==> src/hdl/wplm_pkg.sv <==
// Package for the window peak level monitor.
// Holds register indexes, reset values, status codes and the register struct.
// No dependencies.
package wplm_pkg;

  localparam int CFG_INDEX_BITS = 8;
  localparam int CFG_DATA_BITS  = 16;
  localparam int LEVEL_BITS     = 12;
  localparam int WLEN_BITS      = 16;
  localparam int WCOUNT_BITS    = 8;
  localparam int SUM_BITS       = 20;
  localparam int STATUS_BITS    = 2;
  localparam int OUT_TDATA_BITS = 8 * ((STATUS_BITS + SUM_BITS + 7) / 8);
  localparam int QUEUE_DEPTH    = 4;

  localparam logic [SUM_BITS-1:0] SUM_MAX = {SUM_BITS{1'b1}};

  typedef enum logic [CFG_INDEX_BITS-1:0] {
    CFG_INTRUDER_LEVEL    = 8'd0,
    CFG_DISCONNECT_LEVEL  = 8'd1,
    CFG_WINDOW_LENGTH     = 8'd2,
    CFG_WINDOWS_PER_CHECK = 8'd3
  } cfg_index_t;

  localparam logic [LEVEL_BITS-1:0]  RST_INTRUDER_LEVEL    = 12'd4000;
  localparam logic [LEVEL_BITS-1:0]  RST_DISCONNECT_LEVEL  = 12'd1000;
  localparam logic [WLEN_BITS-1:0]   RST_WINDOW_LENGTH     = 16'd30000;
  localparam logic [WCOUNT_BITS-1:0] RST_WINDOWS_PER_CHECK = 8'd100;

  typedef enum logic [STATUS_BITS-1:0] {
    STATUS_FINE         = 2'd0,
    STATUS_INTRUDER     = 2'd1,
    STATUS_DISCONNECTED = 2'd2
  } status_t;

  typedef struct packed {
    logic [LEVEL_BITS-1:0]  intruder_level;
    logic [LEVEL_BITS-1:0]  disconnect_level;
    logic [WLEN_BITS-1:0]   window_length;
    logic [WCOUNT_BITS-1:0] windows_per_check;
  } cfg_t;

endpackage

==> src/hdl/wplm_front.sv <==
// Front end: accepts samples, tracks the running peak and finds window ends.
// Pushes one peak per finished window into the queue. Uses wplm_pkg.
module wplm_front #(
  parameter int SAMPLE_BITS = 12
) (
  input  logic                   clk,
  input  logic                   rst,
  input  wplm_pkg::cfg_t         cfg,
  input  logic                   in_valid,
  input  logic [SAMPLE_BITS-1:0] sample,
  output logic                   in_ready,
  input  logic                   queue_full,
  output logic                   push,
  output logic [SAMPLE_BITS-1:0] push_peak
);

  logic [wplm_pkg::WLEN_BITS-1:0] sample_index;
  logic [SAMPLE_BITS-1:0]         window_peak;
  logic [wplm_pkg::WLEN_BITS-1:0] eff_len;
  logic [wplm_pkg::WLEN_BITS:0]   index_inc;
  logic                           win_end;
  logic [SAMPLE_BITS-1:0]         peak_next;
  logic                           accept;

  // A zero length acts as one sample per window
  assign eff_len   = (cfg.window_length == '0) ? wplm_pkg::WLEN_BITS'(1) : cfg.window_length;
  assign index_inc = {1'b0, sample_index} + (wplm_pkg::WLEN_BITS+1)'(1);
  assign win_end   = index_inc >= {1'b0, eff_len};
  assign peak_next = (sample > window_peak) ? sample : window_peak;

  // Stall only when a window end has no room in the queue
  assign in_ready  = !win_end || !queue_full;
  assign accept    = in_valid && in_ready;
  assign push      = accept && win_end;
  assign push_peak = peak_next;

  always_ff @(posedge clk) begin
    if (rst) begin
      sample_index <= '0;
      window_peak  <= '0;
    end else if (accept) begin
      if (win_end) begin
        sample_index <= '0;
        window_peak  <= '0;
      end else begin
        sample_index <= index_inc[wplm_pkg::WLEN_BITS-1:0];
        window_peak  <= peak_next;
      end
    end
  end

endmodule

==> src/hdl/wplm_queue.sv <==
// Short FIFO of window peaks between front and back end.
// Depth from wplm_pkg::QUEUE_DEPTH.
module wplm_queue #(
  parameter int WIDTH = 12
) (
  input  logic             clk,
  input  logic             rst,
  input  logic             push,
  input  logic [WIDTH-1:0] push_data,
  input  logic             pop,
  output logic             full,
  output logic             not_empty,
  output logic [WIDTH-1:0] head
);

  localparam int DEPTH    = wplm_pkg::QUEUE_DEPTH;
  localparam int PTR_BITS = (DEPTH > 1) ? $clog2(DEPTH) : 1;
  localparam int CNT_BITS = $clog2(DEPTH + 1);

  logic [WIDTH-1:0]    entries [DEPTH];
  logic [PTR_BITS-1:0] wr_ptr;
  logic [PTR_BITS-1:0] rd_ptr;
  logic [CNT_BITS-1:0] fill;
  logic                do_push;
  logic                do_pop;

  assign full      = fill == CNT_BITS'(DEPTH);
  assign not_empty = fill != '0;
  assign head      = entries[rd_ptr];
  assign do_push   = push && !full;
  assign do_pop    = pop && not_empty;

  always_ff @(posedge clk) begin
    if (do_push) begin
      entries[wr_ptr] <= push_data;
    end
  end

  always_ff @(posedge clk) begin
    if (rst) begin
      wr_ptr <= '0;
      rd_ptr <= '0;
      fill   <= '0;
    end else begin
      if (do_push) begin
        wr_ptr <= (wr_ptr == PTR_BITS'(DEPTH - 1)) ? '0 : wr_ptr + PTR_BITS'(1);
      end
      if (do_pop) begin
        rd_ptr <= (rd_ptr == PTR_BITS'(DEPTH - 1)) ? '0 : rd_ptr + PTR_BITS'(1);
      end
      if (do_push && !do_pop) begin
        fill <= fill + CNT_BITS'(1);
      end else if (do_pop && !do_push) begin
        fill <= fill - CNT_BITS'(1);
      end
    end
  end

endmodule

==> src/hdl/wplm_back.sv <==
// Back end: sums window peaks, drops the window after each set and runs the
// level check. Holds the output register. Uses wplm_pkg.
module wplm_back #(
  parameter int SAMPLE_BITS = 12
) (
  input  logic                            clk,
  input  logic                            rst,
  input  wplm_pkg::cfg_t                  cfg,
  input  logic                            peak_valid,
  input  logic [SAMPLE_BITS-1:0]          peak,
  output logic                            pop,
  output logic                            out_valid,
  input  logic                            out_ready,
  output wplm_pkg::status_t               status,
  output logic [wplm_pkg::SUM_BITS-1:0]   peak_total
);

  localparam int SB = wplm_pkg::SUM_BITS;

  logic [wplm_pkg::WCOUNT_BITS-1:0] window_index;
  logic [SB-1:0]                    peak_sum;
  logic [wplm_pkg::WCOUNT_BITS-1:0] cnt;
  logic                             check;
  logic                             slot_free;
  logic [SB-1:0]                    dis_thr;
  logic [SB-1:0]                    intr_thr;
  logic [SB:0]                      sum_add;
  logic [SB-1:0]                    sum_next;
  wplm_pkg::status_t                status_next;

  assign cnt       = (cfg.windows_per_check == '0) ? wplm_pkg::WCOUNT_BITS'(1)
                                                   : cfg.windows_per_check;
  assign check     = window_index >= cnt;
  assign slot_free = !out_valid || out_ready;
  assign pop       = peak_valid && (!check || slot_free);

  // Mean below level <=> sum below level * count
  assign dis_thr  = SB'(cfg.disconnect_level) * SB'(cnt);
  assign intr_thr = SB'(cfg.intruder_level) * SB'(cnt);

  assign sum_add  = {1'b0, peak_sum} + (SB+1)'(peak);
  assign sum_next = sum_add[SB] ? wplm_pkg::SUM_MAX : sum_add[SB-1:0];

  always_comb begin
    if (peak_sum < dis_thr) begin
      status_next = wplm_pkg::STATUS_DISCONNECTED;
    end else if (peak_sum < intr_thr) begin
      status_next = wplm_pkg::STATUS_INTRUDER;
    end else begin
      status_next = wplm_pkg::STATUS_FINE;
    end
  end

  always_ff @(posedge clk) begin
    if (rst) begin
      window_index <= '0;
      peak_sum     <= '0;
      out_valid    <= 1'b0;
    end else begin
      if (pop && check) begin
        out_valid <= 1'b1;
      end else if (out_ready) begin
        out_valid <= 1'b0;
      end
      if (pop) begin
        if (check) begin
          // This window is the discarded one: drop its peak
          window_index <= '0;
          peak_sum     <= '0;
        end else begin
          window_index <= window_index + wplm_pkg::WCOUNT_BITS'(1);
          peak_sum     <= sum_next;
        end
      end
    end
  end

  always_ff @(posedge clk) begin
    if (pop && check) begin
      status     <= status_next;
      peak_total <= peak_sum;
    end
  end

endmodule

==> src/hdl/window_peak_level_monitor_top.sv <==
// Window peak level monitor: top level with configuration registers.
// Instantiates wplm_front, wplm_queue and wplm_back; uses wplm_pkg.
//
// Usage:
//   s_* carries one converter sample per transaction (s_tdata bits
//   [SAMPLE_BITS-1:0]). Each window of window_length samples yields a peak;
//   windows_per_check peaks are summed, the next window is dropped, and its
//   last sample produces one m_* transaction with the status and the sum.
//   cfg_* writes a register by index (0 intruder level, 1 disconnect level,
//   2 window length, 3 windows per check); cfg_ready is always high.
//   Throughput: one sample per cycle. The front end stalls only when a
//   window ends while the four-entry peak queue is full.
//   The peak that ends the dropped window passes through the queue and then
//   the back end, which registers m_tvalid; it waits if earlier peaks queue.
//   The check itself is two 12x8 multiplies and compares in the back end.
//   When m_tready is low the result is held in the output register; the
//   back end keeps summing peaks and waits only at the next check, after
//   which the queue fills and s_tready drops at a window end.
//   Reset clears counters, peak, sum, queue and output valid, and loads the
//   register defaults (4000, 1000, 30000, 100).
module window_peak_level_monitor_top #(
  parameter int SAMPLE_BITS = 12
) (
  input  logic                                       clk,
  input  logic                                       rst,
  input  logic                                       s_tvalid,
  output logic                                       s_tready,
  input  logic [8*((SAMPLE_BITS+7)/8)-1:0]           s_tdata,   // sample
  output logic                                       m_tvalid,
  input  logic                                       m_tready,
  output logic [wplm_pkg::OUT_TDATA_BITS-1:0]        m_tdata,   // status, peak_total
  input  logic                                       cfg_valid,
  output logic                                       cfg_ready,
  input  logic [wplm_pkg::CFG_INDEX_BITS-1:0]        cfg_index,
  input  logic [wplm_pkg::CFG_DATA_BITS-1:0]         cfg_data
);

  wplm_pkg::cfg_t                   cfg;
  logic                             queue_full;
  logic                             queue_valid;
  logic                             push;
  logic                             pop;
  logic [SAMPLE_BITS-1:0]           push_peak;
  logic [SAMPLE_BITS-1:0]           head_peak;
  wplm_pkg::status_t                status;
  logic [wplm_pkg::SUM_BITS-1:0]    peak_total;

  assign cfg_ready = 1'b1;

  always_ff @(posedge clk) begin
    if (rst) begin
      cfg.intruder_level    <= wplm_pkg::RST_INTRUDER_LEVEL;
      cfg.disconnect_level  <= wplm_pkg::RST_DISCONNECT_LEVEL;
      cfg.window_length     <= wplm_pkg::RST_WINDOW_LENGTH;
      cfg.windows_per_check <= wplm_pkg::RST_WINDOWS_PER_CHECK;
    end else if (cfg_valid) begin
      unique case (cfg_index)
        wplm_pkg::CFG_INTRUDER_LEVEL: begin
          cfg.intruder_level <= cfg_data[wplm_pkg::LEVEL_BITS-1:0];
        end
        wplm_pkg::CFG_DISCONNECT_LEVEL: begin
          cfg.disconnect_level <= cfg_data[wplm_pkg::LEVEL_BITS-1:0];
        end
        wplm_pkg::CFG_WINDOW_LENGTH: begin
          cfg.window_length <= cfg_data[wplm_pkg::WLEN_BITS-1:0];
        end
        wplm_pkg::CFG_WINDOWS_PER_CHECK: begin
          cfg.windows_per_check <= cfg_data[wplm_pkg::WCOUNT_BITS-1:0];
        end
        default: begin
        end
      endcase
    end
  end

  wplm_front #(
    .SAMPLE_BITS(SAMPLE_BITS)
  ) u_front (
    .clk        (clk),
    .rst        (rst),
    .cfg        (cfg),
    .in_valid   (s_tvalid),
    .sample     (s_tdata[SAMPLE_BITS-1:0]),
    .in_ready   (s_tready),
    .queue_full (queue_full),
    .push       (push),
    .push_peak  (push_peak)
  );

  wplm_queue #(
    .WIDTH(SAMPLE_BITS)
  ) u_queue (
    .clk       (clk),
    .rst       (rst),
    .push      (push),
    .push_data (push_peak),
    .pop       (pop),
    .full      (queue_full),
    .not_empty (queue_valid),
    .head      (head_peak)
  );

  wplm_back #(
    .SAMPLE_BITS(SAMPLE_BITS)
  ) u_back (
    .clk        (clk),
    .rst        (rst),
    .cfg        (cfg),
    .peak_valid (queue_valid),
    .peak       (head_peak),
    .pop        (pop),
    .out_valid  (m_tvalid),
    .out_ready  (m_tready),
    .status     (status),
    .peak_total (peak_total)
  );

  assign m_tdata = {
    (wplm_pkg::OUT_TDATA_BITS - wplm_pkg::SUM_BITS - wplm_pkg::STATUS_BITS)'(0),
    peak_total,
    status
  };

endmodule
==> config.mk <==
export PLATFORM = sky130hd
export DESIGN_NAME = window_peak_level_monitor_top
export DESIGN_NICKNAME = d
export VERILOG_FILES = /design/src/hdl/wplm_pkg.sv /design/src/hdl/wplm_front.sv /design/src/hdl/wplm_queue.sv /design/src/hdl/wplm_back.sv /design/src/hdl/window_peak_level_monitor_top.sv
export SDC_FILE = /design/constraint.sdc
export NUM_CORES = 1
export LEC_CHECK = 0
export BUFFER_PORTS_ARGS = -buffer_cell sky130_fd_sc_hd__buf_2
export CORE_ASPECT_RATIO = 0.9
export CORE_UTILIZATION = 66
export DETAILED_ROUTE_END_ITERATION = 10
export PLACE_DENSITY = 0.92
export RECOVER_POWER = 50
export SYNTH_ARGS = -nofsm -noshare
export SYNTH_HDL_FRONTEND = slang
export SYNTH_HIERARCHICAL = 1
export SYNTH_SLANG_ARGS = --single-unit
==> constraint.sdc <==
create_clock -name clk -period 11.6 [get_ports clk]
set_clock_uncertainty 0.15 [all_clocks]
set_input_delay 2.32 -clock clk [delete_from_list [all_inputs] [get_ports clk]]
set_output_delay 2.32 -clock clk [all_outputs]
set_load 0.02 [all_outputs]
==> results.py <==
metrics = {
    "placed_design": {
        "pre_cts_ws_ns": 4.20,
        "placed_area_sq_mm": 0.0165,
        "post-place-cells": 1954,
        "gp_congestion": 0.894,
        "dp_hpwl_microns": 27700,
        "io_buffers": 64,
    },
    "drt": {
        "wire_per_inst_microns": 19.9,
        "drtIter0Drc": 835,
        "drt_wl_total_microns": 39500,
        "routed-via-count": 12400,
        "antenna_left": 0,
        "drc": 6,
        "routed_via_density": 6.26,
        "first_pass_iters": 9,
    },
    "clocking": {
        "ctsHoldBuffers": 0,
        "post_cts_resize_count": 0,
        "post_cts.repair.setup_buffers": 0,
        "cts_tree": "done",
        "clk_latency_ns": 0.45,
        "cts.clk_slew.worst_paths_ns": 0.09,
        "cts_buffers": 17,
        "root_buffer": "clkbuf_16",
        "clock_sinks": 184,
        "cts_htree_levels": 4,
        "clockBufferDepth": 2,
    },
    "timing": {
        "finalCriticalPeriod_ns": 7.78,
        "whs_ns": 0.352,
        "slew_headroom_pct": -174,
        "finalSetupViolCount": 0,
        "period_share_pct": 67.1,
        "hold_viol": 0,
        "worstMarginPinSlew_ns": 4.11,
        "finalSetupTns_ns": 0,
        "setup_slack_ns": 3.82,
        "maxSlewViolCount": 104,
        "rsz0062_at_grt": "no",
        "max_freq_ghz": 0.129,
    },
    "synth": {
        "syn_area_per_cell_sq_um": 9.80,
        "synth_seq_cells": 184,
        "synth_enable_flop_cells": 70,
        "synth_top_family_by_area": "adder cells",
        "synth_warnings": 6,
        "post_synth_fa_ha_maj_area_fraction_pct": 28.8,
        "synth-simple-area-share_pct": 16.8,
        "synth_compound_area_share_pct": 11.1,
        "synthXorXnorAreaFrac_pct": 3.38,
        "synth_flop_cell": "dfxtp_1",
        "synth_seq_area_share_pct": 27.3,
        "synth_area_sq_mm": 0.0161,
        "async_flop_share_pct": 0,
        "synth_cells": 1640,
        "synth_mux_area_share_pct": 5.74,
        "ys_types": 80,
    },
    "pwr": {
        "p_leak_nw": 7.88,
        "p_total_mw": 1.40,
        "p_int_mw": 1.01,
        "seqPwrFrac_pct": 48.4,
        "power_frac_clock_pct": 44.6,
        "power_frac_comb_pct": 7.0,
        "swShare_pct": 27.6,
        "ir_worst_vdd_mv": 0.0955,
        "power.density_mw_per_mm2": 81.9,
        "p_sw_uw": 386,
    },
    "die": {
        "start_util_pct": 68.1,
        "io_pins": 72,
        "die_area_sq_mm": 0.0250,
        "die_h_microns": 150,
        "fp.dieW_microns": 166,
        "num_rows": 53,
        "core_sq_mm": 0.0236,
    },
    "critical_path": {
        "worst_ep_required_time_ns": 11.62,
        "rrSetupSlack_ns": 3.82,
        "crit_arrival_ns": 7.80,
        "crit_path_start_kind": "register",
        "worstSetupPathType": "register to register",
        "path_max_fanout": 26,
        "critPathCaptureType": "register",
    },
    "cells_and_area": {
        "utilization_pct": 72.4,
        "instances_no_fill": 1986,
        "area_growth_pct": 6.35,
        "fin_area_sq_mm": 0.0171,
        "diodes": 0,
        "drive_gt1_share_pct": 7.07,
        "layout.nets": 2012,
    },
    "flow_run": {
        "drv_cap": 1,
    },
    "global_routing": {
        "gr-usage-all-layers_pct": 32.7,
        "overflow": 0,
        "grt_pass1_wl_microns": 64100,
        "grt_pass1_vias": 12700,
        "grt_max_degree": 104,
        "antenna_found_initial": 0,
    },
    "run_status": {
        "violations": "DRC, capacitance limit, slew limit",
        "outcome": "finished, violations left",
    },
    "worst_hold_path": {
        "hp-class": "register to register",
    },
}
-- power groups by stage --
stage | combinational, mW | sequential (mW) | clock (mW)
6_report | 0.0985 | 0.677 | 0.623
5_1_grt | 0.108 | 0.678 | 0.651
4_1_cts | 0.0968 | 0.677 | 0.625
3_5_place_dp | 0.0947 | 0.692 | 0
3_3_place_gp | 0.0894 | 0.692 | 0
2_1_floorplan | 0.0678 | 0.691 | 0
-- state kept, by name, indices dropped and copies added (netlist names), named ones only --
signal and flops:
cfg 48, u_back/out_valid 1, u_back/peak_sum 20, u_back/peak_total 20, u_back/status 2, u_back/window_index 8, u_front/sample_index 16, u_front/window_peak 12
u_queue/entries 48, u_queue/fill 3, u_queue/rd_ptr 2, u_queue/wr_ptr 2
-- final cells by class --
class / instances / area, sq um
timing repair buffer: 71 / 334
clock buffer: 17 / 425
tap: 302 / 378
clock inverter: 15 / 214
inverter: 209 / 790
sequential: 184 / 4380
multi-input combinational: 1188 / 10600
fill: 1598 / 6520
-- per-layer routing --
layer  wire, microns  vias to the layer above  track usage [%]
met5               0                        -                0
met4            1650                        0             15.5
met3            2860                      157             6.00
met2           19600                      601             57.8
met1           15300                     6027             38.6
li1                -                     5642                -
-- worst paths after layout --
path              startpoint               end  cells after the start
setup / recovery      cfg[5]  u_back/status[0]                     23
hold / removal       cfg[19]           cfg[19]                      2
setup reg to reg      cfg[5]  u_back/status[0]                     23
hold reg to reg      cfg[19]           cfg[19]                      2
-- synth_stat cells, types with 20 or more instances --
| cell | number | area [sq um] |
|---|---|---|
| inv_1 | 208 | 781 |
| ha_1 | 174 | 2180 |
| and2_1 | 156 | 976 |
| fa_1 | 122 | 2440 |
| dfxtp_1 | 114 | 2280 |
| nand2_1 | 91 | 342 |
| nor2_1 | 83 | 312 |
| edfxtp_1 | 70 | 2100 |
| mux2i_1 | 64 | 641 |
| a21oi_1 | 63 | 315 |
| nand2b_1 | 47 | 294 |
| o21ai_0 | 42 | 210 |
| xor2_1 | 37 | 324 |
| clkbuf_1 | 34 | 128 |
| a21o_1 | 33 | 248 |
| nand4_1 | 25 | 156 |
| xnor2_1 | 25 | 219 |
| nand3_1 | 22 | 110 |
| nor3_1 | 20 | 100 |
-- cells in the final DEF (no fill, tap or decap), types with 22 or more instances in the layout --
cell	netlist	final
dfxtp_1	114	114
o21ai_0	42	42
a21oi_1	63	63
fa_1	122	122
and2_1	156	156
inv_1	208	208
nand4_1	25	25
nor2_1	83	83
clkbuf_1	34	27
edfxtp_1	70	70
mux2i_1	64	64
buf_2	10	39
xor2_1	37	37
a21o_1	33	33
nand2_1	91	91
nand2b_1	47	47
ha_1	174	174
nand3_1	22	22
xnor2_1	25	25
-- logic make-up after synthesis --
kind of cell / Yosys count
fa+ha+maj: 296
simple gates: 498
mux: 77
compound gates: 252
buf+inv: 269
other cells: 2
xor+xnor: 62
flops: 184
-- critical path: stages (launching register included) --
cell and delay (ns):
dfxtp_1 0.98, inv_1 0.20, a41o_1 0.59, and2_1 0.33, fa_1 0.45, fa_1 0.49
inv_1 0.06, fa_1 0.53, inv_1 0.04, ha_1 0.35, nor3_1 0.30, nor2_1 0.13
a41o_1 0.28, a21o_1 0.19, a41o_1 0.28, o41ai_2 0.25, xnor2_1 0.23, ha_1 0.31
nand4_1 0.12, nor4_1 0.09, a221oi_1 0.27, o21ai_0 0.14, a311oi_1 0.63, a2111oi_2 0.09
No activity file was read; power rests on OpenSTA's default activity.
